[config.mk]
export PLATFORM = sky130hd
export DESIGN_NAME = calendar_day_difference
export DESIGN_NICKNAME = d
export VERILOG_FILES = /design/src/sv/cdd_pkg.sv /design/src/sv/calendar_day_difference.sv
export SDC_FILE = /design/constraint.sdc
export NUM_CORES = 1
export LEC_CHECK = 0
export BUFFER_PORTS_ARGS = -buffer_cell sky130_fd_sc_hd__buf_2
export CAP_MARGIN = 10
export CORE_ASPECT_RATIO = 1.5
export CORE_MARGIN = 3
export CORE_UTILIZATION = 50
export CTS_BUF_LIST = sky130_fd_sc_hd__clkbuf_8 sky130_fd_sc_hd__clkbuf_16
export DETAILED_ROUTE_END_ITERATION = 8
export PLACE_DENSITY = 0.7
export SLEW_MARGIN = 10
export SYNTH_ARGS = -nofsm -noshare
export SYNTH_HDL_FRONTEND = slang
export SYNTH_SLANG_ARGS = --single-unit
[constraint.sdc]
create_clock -name clk -period 7.9 [get_ports clk]
set_input_delay 0.395 -clock clk [delete_from_list [all_inputs] [get_ports clk]]
set_output_delay 0.395 -clock clk [all_outputs]
set_load 0.02 [all_outputs]
[src/sv/cdd_pkg.sv]
// Package for the calendar day difference block: control word types,
// the microprogram ROM and the Gregorian calendar lookups.
// Depends on nothing; used by calendar_day_difference.
`timescale 1ns / 1ps

package cdd_pkg;

  localparam int unsigned PC_W = 3;

  typedef logic [PC_W-1:0] pc_t;

  // Microprogram addresses.
  localparam pc_t PC_CLASSIFY = 3'd0;
  localparam pc_t PC_SUB_SM   = 3'd1;
  localparam pc_t PC_SET_Y    = 3'd2;
  localparam pc_t PC_ADD_Y    = 3'd3;
  localparam pc_t PC_SET_M    = 3'd4;
  localparam pc_t PC_ADD_EM   = 3'd5;
  localparam pc_t PC_ADD_ED   = 3'd6;
  localparam pc_t PC_SAME_Y   = 3'd7;

  // One past the last real month; the start-month loop never goes beyond it.
  localparam logic [7:0] MONTH_END = 8'd13;

  typedef enum logic [2:0] {
    ACC_HOLD,
    ACC_INIT,
    ACC_SUB_ML,
    ACC_ADD_YL,
    ACC_ADD_ML,
    ACC_ADD_ED
  } acc_sel_t;

  typedef enum logic [2:0] {
    CNT_HOLD,
    CNT_INIT,
    CNT_SY1,
    CNT_ONE,
    CNT_INC
  } cnt_sel_t;

  typedef enum logic [1:0] {
    COND_NONE,
    COND_SM,
    COND_EY,
    COND_EM
  } cond_sel_t;

  typedef enum logic {
    YR_SY,
    YR_EY
  } yr_sel_t;

  typedef struct packed {
    acc_sel_t  acc_sel;
    cnt_sel_t  cnt_sel;
    cond_sel_t cond;
    yr_sel_t   yr_sel;
    logic      dispatch;
    logic      fin;
    pc_t       nxt;
  } ctl_word_t;

  // A conditional word repeats while its condition holds and moves to nxt
  // (or finishes) once it fails; the acc and counter ops run only on repeats.
  function automatic ctl_word_t cdd_rom(input pc_t pc);
    ctl_word_t w;
    w = '{ACC_HOLD, CNT_HOLD, COND_NONE, YR_SY, 1'b0, 1'b0, PC_CLASSIFY};
    unique case (pc)
      PC_CLASSIFY: w = '{ACC_INIT,   CNT_INIT, COND_NONE, YR_SY, 1'b1, 1'b0, PC_SUB_SM};
      PC_SUB_SM:   w = '{ACC_SUB_ML, CNT_INC,  COND_SM,   YR_SY, 1'b0, 1'b0, PC_SET_Y};
      PC_SET_Y:    w = '{ACC_HOLD,   CNT_SY1,  COND_NONE, YR_SY, 1'b0, 1'b0, PC_ADD_Y};
      PC_ADD_Y:    w = '{ACC_ADD_YL, CNT_INC,  COND_EY,   YR_SY, 1'b0, 1'b0, PC_SET_M};
      PC_SET_M:    w = '{ACC_HOLD,   CNT_ONE,  COND_NONE, YR_SY, 1'b0, 1'b0, PC_ADD_EM};
      PC_ADD_EM:   w = '{ACC_ADD_ML, CNT_INC,  COND_EM,   YR_EY, 1'b0, 1'b0, PC_ADD_ED};
      PC_ADD_ED:   w = '{ACC_ADD_ED, CNT_HOLD, COND_NONE, YR_SY, 1'b0, 1'b1, PC_CLASSIFY};
      PC_SAME_Y:   w = '{ACC_ADD_ML, CNT_INC,  COND_EM,   YR_SY, 1'b0, 1'b1, PC_CLASSIFY};
      default:     w = '{ACC_HOLD,   CNT_HOLD, COND_NONE, YR_SY, 1'b0, 1'b1, PC_CLASSIFY};
    endcase
    return w;
  endfunction

  // Years are offsets from 2000, which is itself a leap year, so within an
  // eight-bit offset only 2100 and 2200 break the every-fourth-year rule.
  function automatic logic is_leap(input logic [7:0] y);
    return (y[1:0] == 2'b00) && (y != 8'd100) && (y != 8'd200);
  endfunction

  function automatic logic [4:0] month_len(input logic leap, input logic [7:0] m);
    logic [4:0] len;
    case (m)
      8'd1, 8'd3, 8'd5, 8'd7, 8'd8, 8'd10, 8'd12: len = 5'd31;
      8'd4, 8'd6, 8'd9, 8'd11:                     len = 5'd30;
      8'd2:                                        len = leap ? 5'd29 : 5'd28;
      default:                                     len = 5'd0;
    endcase
    return len;
  endfunction

  function automatic logic [8:0] year_len(input logic [7:0] y);
    return is_leap(y) ? 9'd366 : 9'd365;
  endfunction

endpackage

[src/sv/calendar_day_difference.sv]
// Top level of the calendar day difference block: handshake, input capture,
// a microcoded sequencer over an accumulator and a counter, output register.
// Depends on cdd_pkg for the control word ROM and calendar lookups.
`timescale 1ns / 1ps

// Channel   Direction  Handshake              Payload
// in_       input      in_valid / in_stall    end/start year, month, day (8 bits each)
// out_      output     out_valid / out_stall  day_count (16 bits)
// cfg_      input      cfg_we                 cfg_wdata (reversed order value)
//
// One item at a time; a rejected, reversed or same-month item ends at classification,
// and the longest items are set by the year loop of the sequencer, one year per cycle unless stalled,
// plus up to 12 start months and 11 end months at one month per cycle.
// rst_n is synchronous and active low; it sets the reversed order value to 65535.
// The sequencer pauses while a finished item waits in the output register under stall.
module calendar_day_difference
  import cdd_pkg::*;
(
  input  logic        clk,
  input  logic        rst_n,
  input  logic        in_valid,
  output logic        in_stall,
  input  logic [7:0]  in_end_year,
  input  logic [7:0]  in_end_month,
  input  logic [7:0]  in_end_day,
  input  logic [7:0]  in_start_year,
  input  logic [7:0]  in_start_month,
  input  logic [7:0]  in_start_day,
  output logic        out_valid,
  input  logic        out_stall,
  output logic [15:0] out_day_count,
  input  logic        cfg_we,
  input  logic [15:0] cfg_wdata
);

  typedef enum logic [1:0] {
    ST_IDLE = 2'b01,
    ST_RUN  = 2'b10
  } state_t;

  state_t      state_r, state_nxt;
  pc_t         pc_r, pc_nxt;
  logic [15:0] acc_r, acc_nxt;
  logic [7:0]  cnt_r, cnt_nxt;
  logic [15:0] cap_r;
  logic [7:0]  ey_r, em_r, ed_r, sy_r, sm_r, sd_r;
  logic        out_valid_r, out_valid_nxt;
  logic [15:0] out_day_count_r;

  ctl_word_t   cw;
  logic        step_en, cond_ok, exec, finish;
  logic        bad_item, reversed, same_year, same_month;
  logic [15:0] init_val;
  logic [4:0]  ml_val;
  logic [8:0]  yl_val;
  logic        in_accept;

  assign in_stall      = (state_r != ST_IDLE);
  assign in_accept     = in_valid && !in_stall;
  assign out_valid     = out_valid_r;
  assign out_day_count = out_day_count_r;

  // Classification of the captured item, used by the first microword.
  always_comb begin
    bad_item   = (em_r < 8'd1) || (em_r > 8'd12) || (ed_r < 8'd1) || (ed_r > 8'd31)
                 || (sy_r == 8'd0);
    same_year  = (ey_r == sy_r);
    same_month = same_year && (em_r == sm_r);
    reversed   = (ey_r < sy_r) || (same_year && (em_r < sm_r))
                 || (same_month && (ed_r < sd_r));
    if (bad_item) begin
      init_val = 16'd0;
    end else if (reversed) begin
      init_val = cap_r;
    end else if (same_month) begin
      init_val = {8'd0, ed_r} - {8'd0, sd_r};
    end else if (same_year) begin
      init_val = {11'd0, month_len(is_leap(sy_r), sm_r)} - {8'd0, sd_r} + {8'd0, ed_r};
    end else begin
      init_val = {7'd0, year_len(sy_r)} - {8'd0, sd_r};
    end
  end

  always_comb begin
    cw      = cdd_rom(pc_r);
    step_en = (state_r == ST_RUN) && (!out_valid_r || !out_stall);

    case (cw.cond)
      COND_SM: cond_ok = (cnt_r < sm_r) && (cnt_r < MONTH_END);
      COND_EY: cond_ok = (cnt_r < ey_r);
      COND_EM: cond_ok = (cnt_r < em_r);
      default: cond_ok = 1'b1;
    endcase
    exec = (cw.cond == COND_NONE) || cond_ok;

    ml_val = month_len(is_leap((cw.yr_sel == YR_EY) ? ey_r : sy_r), cnt_r);
    yl_val = year_len(cnt_r);

    acc_nxt = acc_r;
    cnt_nxt = cnt_r;
    pc_nxt  = pc_r;
    finish  = 1'b0;

    if (step_en) begin
      if (exec) begin
        unique case (cw.acc_sel)
          ACC_INIT:   acc_nxt = init_val;
          ACC_SUB_ML: acc_nxt = acc_r - {11'd0, ml_val};
          ACC_ADD_YL: acc_nxt = acc_r + {7'd0, yl_val};
          ACC_ADD_ML: acc_nxt = acc_r + {11'd0, ml_val};
          ACC_ADD_ED: acc_nxt = acc_r + {8'd0, ed_r};
          default:    acc_nxt = acc_r;
        endcase
        unique case (cw.cnt_sel)
          CNT_INIT: cnt_nxt = same_year ? (sm_r + 8'd1) : 8'd1;
          CNT_SY1:  cnt_nxt = sy_r + 8'd1;
          CNT_ONE:  cnt_nxt = 8'd1;
          CNT_INC:  cnt_nxt = cnt_r + 8'd1;
          default:  cnt_nxt = cnt_r;
        endcase
      end

      if ((cw.cond != COND_NONE) && cond_ok) begin
        pc_nxt = pc_r;
      end else if (cw.dispatch) begin
        if (bad_item || reversed || same_month) begin
          finish = 1'b1;
          pc_nxt = PC_CLASSIFY;
        end else if (same_year) begin
          pc_nxt = PC_SAME_Y;
        end else begin
          pc_nxt = cw.nxt;
        end
      end else begin
        finish = cw.fin;
        pc_nxt = cw.nxt;
      end
    end

    unique case (state_r)
      ST_IDLE: state_nxt = in_accept ? ST_RUN : ST_IDLE;
      ST_RUN:  state_nxt = finish ? ST_IDLE : ST_RUN;
      default: state_nxt = ST_IDLE;
    endcase

    out_valid_nxt = finish || (out_valid_r && out_stall);
  end

  always_ff @(posedge clk) begin
    if (!rst_n) begin
      state_r     <= ST_IDLE;
      pc_r        <= PC_CLASSIFY;
      out_valid_r <= 1'b0;
      cap_r       <= 16'hFFFF;
    end else begin
      state_r     <= state_nxt;
      pc_r        <= pc_nxt;
      out_valid_r <= out_valid_nxt;
      if (cfg_we) begin
        cap_r <= cfg_wdata;
      end
    end
  end

  always_ff @(posedge clk) begin
    acc_r <= acc_nxt;
    cnt_r <= cnt_nxt;
    if (in_accept) begin
      ey_r <= in_end_year;
      em_r <= in_end_month;
      ed_r <= in_end_day;
      sy_r <= in_start_year;
      sm_r <= in_start_month;
      sd_r <= in_start_day;
    end
    if (finish) begin
      out_day_count_r <= acc_nxt;
    end
  end

  // A result appears only as the end of a sequencer run.
  a_out_from_run: assert property (@(posedge clk) disable iff (!rst_n)
    $rose(out_valid_r) |-> $past(state_r == ST_RUN))
    else $error("result appeared without a sequencer run");

  // The captured item must not move while the sequencer works on it.
  a_item_held: assert property (@(posedge clk) disable iff (!rst_n)
    (state_r == ST_RUN) && $past(state_r == ST_RUN) |-> $stable(ey_r) && $stable(sy_r))
    else $error("captured item changed during a run");

  // The start-month counter never goes beyond MONTH_END, one past the last month.
  a_month_bound: assert property (@(posedge clk) disable iff (!rst_n)
    (state_r == ST_RUN) && (pc_r == PC_SUB_SM) |-> (cnt_r <= MONTH_END))
    else $error("start-month loop ran past December");

  // Each allowed step on the first microword either leaves it or ends the run.
  a_classify_once: assert property (@(posedge clk) disable iff (!rst_n)
    (state_r == ST_RUN) && (pc_r == PC_CLASSIFY) && step_en |=> (pc_r != PC_CLASSIFY)
    || (state_r == ST_IDLE))
    else $error("sequencer stuck on classification");

endmodule
* After elaboration in Yosys (flattened, before gate mapping)
Memories as Yosys holds them, arrays and structs flattened. A register that Yosys moved wholly into a read port is not among the register bits.
Cells that the tools add are included.
** Storage, ports and cells
- Bits in read-only memories :: 112
- Input bits :: 69
- Output and inout port bits :: 18
- Register bits :: 110
- RAM bits :: 0
- Word-level logic and storage cells :: 158
- Memories :: 1
- Bits in latches :: 0
** Operators by class
- Equality and inequality tests :: 47
- $lt $le $gt $ge :: 11
- Multiply operators :: 0
- Shifts and indexed selects :: 0
- Div/mod/pow operators :: 0
- Add/sub/neg operators :: 11
- Muxes and demuxes :: 33
- Bitwise operators :: 1
- Reduce and logical (&&, ||, !) cells :: 41
** Memory list
- (no name shown) :: words 8, bits a word 14, rd ports 1, clocked after Yosys merged registers in 1, wr ports 0, line cdd_pkg.sv:69 : unique case (pc)
** Operators with widths (count)
- $mux 16 :: 6
- $eq 8x4->1 const B :: 10
- $pmux 16 s5 :: 1
- $eq 8x3->1 const B :: 8
- $lt 8x8->1 :: 6
- $eq 8x2->1 const B :: 4
- $pmux 8 s4 :: 1
- $pmux 5 s3 :: 2
- $add 8x1->8 const B :: 3
- $ne 8x7->1 const B :: 3
- $ne 8x8->1 const B :: 3
- $mux 5 :: 4
- $add 16x5->16 :: 1
- $add 16x8->16 :: 1
- $add 16x9->16 :: 1
- $eq 8x1->1 const B :: 2
- $eq 8x8->1 :: 2
- $lt 8x1->1 const B :: 2
- $mux 8 :: 2
- $sub 16x5->16 :: 1
- $mux 3 :: 5
- $logic_and 1x1->1 :: 14
- $reduce_or 7->1 :: 2
- $eq 3x2->1 const B :: 4
- other kinds (26) :: 56

* Longest topological paths before layout
- Depth after elaboration :: 18
- Gate-level depth with buffers :: 21
- Gate-level depth less buffers :: 21

* Worst setup path after synthesis
Ideal clock, no wire load.
- Kind :: register to register
- Start point :: register sm_r[0]
- End point :: register out_day_count_r[11], in the netlist out_day_count[11], data pin
- Library setup time :: 0.155 ns
- Period minus slack after synthesis :: 4.464 ns
- Stages on the path, launching flop included :: 18
- Path slack :: 3.436 ns
- Buffers on the path :: 0
- Required time :: 7.745 ns
- Arrival time :: 4.309 ns
- Cell sequence :: edfxtp_1 > ha_1 > or3_1 > o221a_2 > a41o_1 > ha_1 > a21o_1 > a21o_1 > a21o_1 > xnor2_1 > ha_1 > o21a_1 > o31a_1 > o21ai_2 > a21boi_1 > or4_4 > a31o_4 > o211ai_2
** On the way
- Word-level cells in the longest chain between the ends :: 16
- Elaborated cells on any way between the ends :: 39
- Those cells by class :: 2 x add/sub; 2 x order compare; 13 x eq/ne; 13 x mux; 9 x reduce/logical
** RTL lines
- from (decl) :: line calendar_day_difference.sv:46 : logic [7:0] ey_r, em_r, ed_r, sy_r, sm_r, sd_r;
- from (signal assigned) :: line calendar_day_difference.sv:173 : sm_r <= in_start_month;
- $eq 8x1->1 (tied with other cells) :: line cdd_pkg.sv:91 : case (m)
- $reduce_or 7->1 / $reduce_or 4->1 (equally long branches) :: line cdd_pkg.sv:91
- $pmux 5 s3 :: line cdd_pkg.sv:91
- $mux 5 :: line calendar_day_difference.sv:77 : end else if (same_year) begin
- $mux 5 :: line calendar_day_difference.sv:75 : end else if (same_month) begin
- $mux 5 :: line calendar_day_difference.sv:73 : end else if (reversed) begin
- $mux 5 :: line calendar_day_difference.sv:71 : if (bad_item) begin
- $sub 5x8->9 :: line calendar_day_difference.sv:78 : init_val = {11'd0, month_len(is_leap(sy_r), sm_r)} - {8'd0, sd_r} + {8'd0, ed_r};
- $add 9x9->10 :: line calendar_day_difference.sv:78
- $mux 16 :: line calendar_day_difference.sv:77
- $mux 16 :: line calendar_day_difference.sv:75
- $mux 16 :: line calendar_day_difference.sv:73
- $mux 16 :: line calendar_day_difference.sv:71
- $pmux 16 s5 :: line calendar_day_difference.sv:106 : unique case (cw.acc_sel)
- $mux 16 * :: line calendar_day_difference.sv:105 : if (exec) begin
- $mux 16 * :: line calendar_day_difference.sv:104 : if (step_en) begin
- named net acc_nxt[11] :: line calendar_day_difference.sv:43 : logic [15:0] acc_r, acc_nxt;
- to (signal assigned) :: line calendar_day_difference.sv:177 : out_day_count_r <= acc_nxt;
- to (decl) :: line calendar_day_difference.sv:48 : logic [15:0] out_day_count_r;
The timed path passes the listed nets; every way through them passes the cells marked *. The select of a mux whose other input is x is not followed.
A chain may end at the register's enable or synchronous reset.

* Worst setup path after layout
- Start point :: register sy_r[7]
- End point :: register out_day_count_r[11], in the netlist out_day_count[11], data pin
** On the way
- Word-level cells in the longest chain between the ends :: 18
- Elaborated cells on any way between the ends :: 39
- Those cells by class :: 5 x add/sub; 1 x order compare; 5 x eq/ne; 17 x mux; 11 x reduce/logical
** RTL lines
- from (decl) :: line calendar_day_difference.sv:46
- from (signal assigned) :: line calendar_day_difference.sv:172 : sy_r <= in_start_year;
- $ne 8x7->1 :: line cdd_pkg.sv:86 : return (y[1:0] == 2'b00) && (y != 8'd100) && (y != 8'd200);
- $logic_and 1x1->1 (2 in series) :: line cdd_pkg.sv:86
- $mux 1 :: line cdd_pkg.sv:94 : 8'd2: len = leap ? 5'd29 : 5'd28;
- $pmux 5 s3 :: line cdd_pkg.sv:91
- $mux 5 :: line calendar_day_difference.sv:77
- $mux 5 :: line calendar_day_difference.sv:75
- $mux 5 :: line calendar_day_difference.sv:73
- $mux 5 :: line calendar_day_difference.sv:71
- [2 not listed]
- $mux 16 :: line calendar_day_difference.sv:77
- $mux 16 :: line calendar_day_difference.sv:75
- $mux 16 :: line calendar_day_difference.sv:73
- $mux 16 :: line calendar_day_difference.sv:71
- $pmux 16 s5 * :: line calendar_day_difference.sv:106
- $mux 16 * :: line calendar_day_difference.sv:105
- $mux 16 * :: line calendar_day_difference.sv:104
- named net acc_nxt[11] :: line calendar_day_difference.sv:43
Marked as above.

==> results.toml <==
[grt]
use_met1 = 0.256
grt_pass1_vias = 6417
grt_start_max_net_pins = 49
grt_util_met3 = 0.0413
globalRouteMet2Util = 0.385
overflow = 0
grt_pass1_wl_mm = 30.7
top_usage_layer = "met2"
antenna_found_initial = 0
grt.total_usage = 0.221

[power]
intPower_mw = 1.46
p_per_area_nw_per_um2 = 223
clock_power_share = 0.381
ir_drop_mv = 0.149
power_frac_comb = 0.234
p_leak_nw = 4.16
swShare = 0.302
power.switching_mw = 0.632
p_seq_frac = 0.385

[clocking]
clk_pin_slew_ns = 0.06
cts-htree-levels = 4
postCtsSetupRepairBufs = 0
cts_buffers = 17
cts_resized = 0
clk_path_buf_depth = 2
cts_tree = "built"
ctsRootBufferMaster = "clkbuf_16"
cts_sinks = 124
insertion_delay_ns = 0.42
ctsHoldBuffers = 0

[die]
rows = 56
fp.dieH_um = 162
initial_core_util = 0.515
core_area_um2 = 15800
fp.dieW_um = 110
ios = 87
dieArea_um2 = 17900

[timing]
rsz0062_at_grt = "no"
fmax_mhz = 194
setup_viol = 0
tns_ns = 0
finalMaxSlewViolations = 0
fin_crit_ns = 5.15
report.final.hold_viol_count = 0
hold-worst-slack_ns = 0.144
period_share = 0.651
fin_skew_ns = 0.00751
slew_headroom = 0.255
tightest_slew_ns = 1.11

[synth]
synth_edf_count = 72
avgSynthCellArea_um2 = 9.83
syn_inst = 830
synthFlopType = "edfxtp_1"
synth.cell_area_um2 = 8160
yosysWarnings = 0
synth_nets = 993
synth_top_cell_by_area = "edfxtp_1"
synth_cell_types = 79
synth_area_leaders = "edfxtp_1, ha_1, dfxtp_1"
synth_top_area_share = 0.265
synth_async_sr_flop_share = 0
yosysSeqAreaShare = 0.392
synth_seq_cells = 124

[finish]
nFillCells = 1377
area_growth_syn_to_layout_pct = 15.2
drive_gt1_frac = 0.157
fin_nets = 1080
final_cells = 1133
final_cell_mix = "ha_1, buf_2, inv_1, edfxtp_1, nor2_1"
antenna_cells = 0
layout_commonest_cell = "ha_1"

[placed_design]
place_congestion = 0.909
dp_hpwl_mm = 14.5
portBuffers = 86
placed_cells = 1101

[drt]
wl_per_cell_um = 16.5
viasPerCell = 5.69
totalWireLength_mm = 18.7
route.detailed.drc = 0
drtPass1Iterations = 7
drt_first_iter_violations = 253
dr_total_vias = 6444
final_antenna_net_count = 0

[worst_setup_path]
arrival_ns = 5.40
crit_type = "reg2reg"
cp_data_required_time_ns = 8.16
critPathCaptureType = "flip-flop"
path_max_fanout = 7
r2r_slack_ns = 2.75
worstSetupStartpointType = "flip-flop"
r2r.worst_path.cells = 19

[min_path]
worstHoldPathCells = 1
hold_class = "in2reg"

[run_status]
outcome = "finished clean"

[flow_run]
cap_violations = 0
-- per-layer routing --
layer,vias to the layer above,routed length [µm]
met3,41,701
li1,3221,-
met1,3011,7720
met4,0,645
met2,171,9650
met5,-,0
-- logic make-up (layout without fill, tap and decap cells) --
kind of cell               count (synthesis)  count (layout)  synth area share
xor gates and xnor gates                  46              46            0.0494
AOI/OAI and AO/OA                        211             211             0.184
and+or+nand+nor                          235             235             0.146
adders and majority gates                 94              94             0.149
muxes                                     30              30            0.0369
DFF                                      124             124             0.392
buffers and inverters                     90             190            0.0426
-- cell usage after synthesis (5+ instances only) --
cell type and count:
nand2b_1 9, and3_1 6, a22oi_1 8, inv_1 70, o21a_1 9, o22ai_1 8, a31oi_1 9, nor2_1 61
dfxtp_1 52, nand3b_1 6, nor3_1 18, or3_1 5, o31ai_1 6, and2_1 6, fa_1 5, xnor2_1 31
xor2_1 15, clkbuf_1 13, edfxtp_1 72, nand2_1 59, nand3_1 16, a21o_1 21, mux2i_1 29, nand4_1 7
o211ai_1 5, o211ai_2 5, a21oi_1 48, nor4_1 8, buf_2 5, ha_1 89, o21ai_0 34, a211oi_1 11
nor2b_1 17
-- power groups by stage --
stage               Sequential, mW  Combinational [mW]  Clock [mW]
global placement             0.817               0.479           0
floorplan                    0.803               0.372           0
CTS                          0.806               0.492       0.810
global route                 0.813               0.556       0.842
finish                       0.806               0.491       0.797
detailed placement           0.819               0.489           0
-- per-stage QoR --
stage / util / total power, mW / cell area, µm² / setup WS [ns]
4_1_cts: 0.594 / 2.11 / 9400 / 2.73
5_1_grt: 0.594 / 2.21 / 9400 / 2.50
3_3_place_gp: 0.555 / 1.30 / 8790 / 2.91
2_1_floorplan: - / 1.17 / 8160 / 3.44
3_5_place_dp: 0.555 / 1.31 / 8790 / 2.75
6_report: 0.594 / 2.09 / 9400 / 2.75
-- final timing paths --
path	from	end
max	sy_r[7]$_DFFE_PP_	out_day_count[11]$_DFFE_PP_
min	in_end_year[5]	ey_r[5]$_DFFE_PP_
max reg2reg	sy_r[7]$_DFFE_PP_	out_day_count[11]$_DFFE_PP_
min reg2reg	cap_r[7]$_SDFFE_PN1P_	cap_r[7]$_SDFFE_PN1P_
-- flip-flops by register name (all words and copies together), names as in the netlist, 14 cells and up --
name and cells:
cap_r 16, acc_r 16, cw 14, out_day_count 16
-- layout make-up --
class | count | area (µm²) | share of cell area
Multi-Input combinational cell | 616 | 4630 | 0.492
Sequential cell | 124 | 3200 | 0.341
Timing Repair Buffer | 88 | 445 | 0.0474
Clock buffer | 19 | 475 | 0.0506
Inverter | 70 | 263 | 0.0279
Clock inverter | 13 | 135 | 0.0144
Tap cell | 203 | 254 | 0.0270
-- worst max-delay path, stage by stage, from the launching register on --
cell and delay (ns):
edfxtp_1 0.43, nor4bb_1 0.32, a31oi_1 0.08, o31ai_1 0.78, nor2_1 0.11, o211ai_1 0.20
ha_1 0.16, inv_1 0.06, fa_1 0.39, a21o_1 0.18, a21o_1 0.20, xor2_1 0.15
ha_1 0.34, o21a_1 0.19, o31a_1 0.12, o21ai_2 0.15, a21boi_1 0.10, or4_4 0.51
a31o_4 0.31, o211ai_2 0.19
No activity file was read; power rests on OpenSTA's default activity.
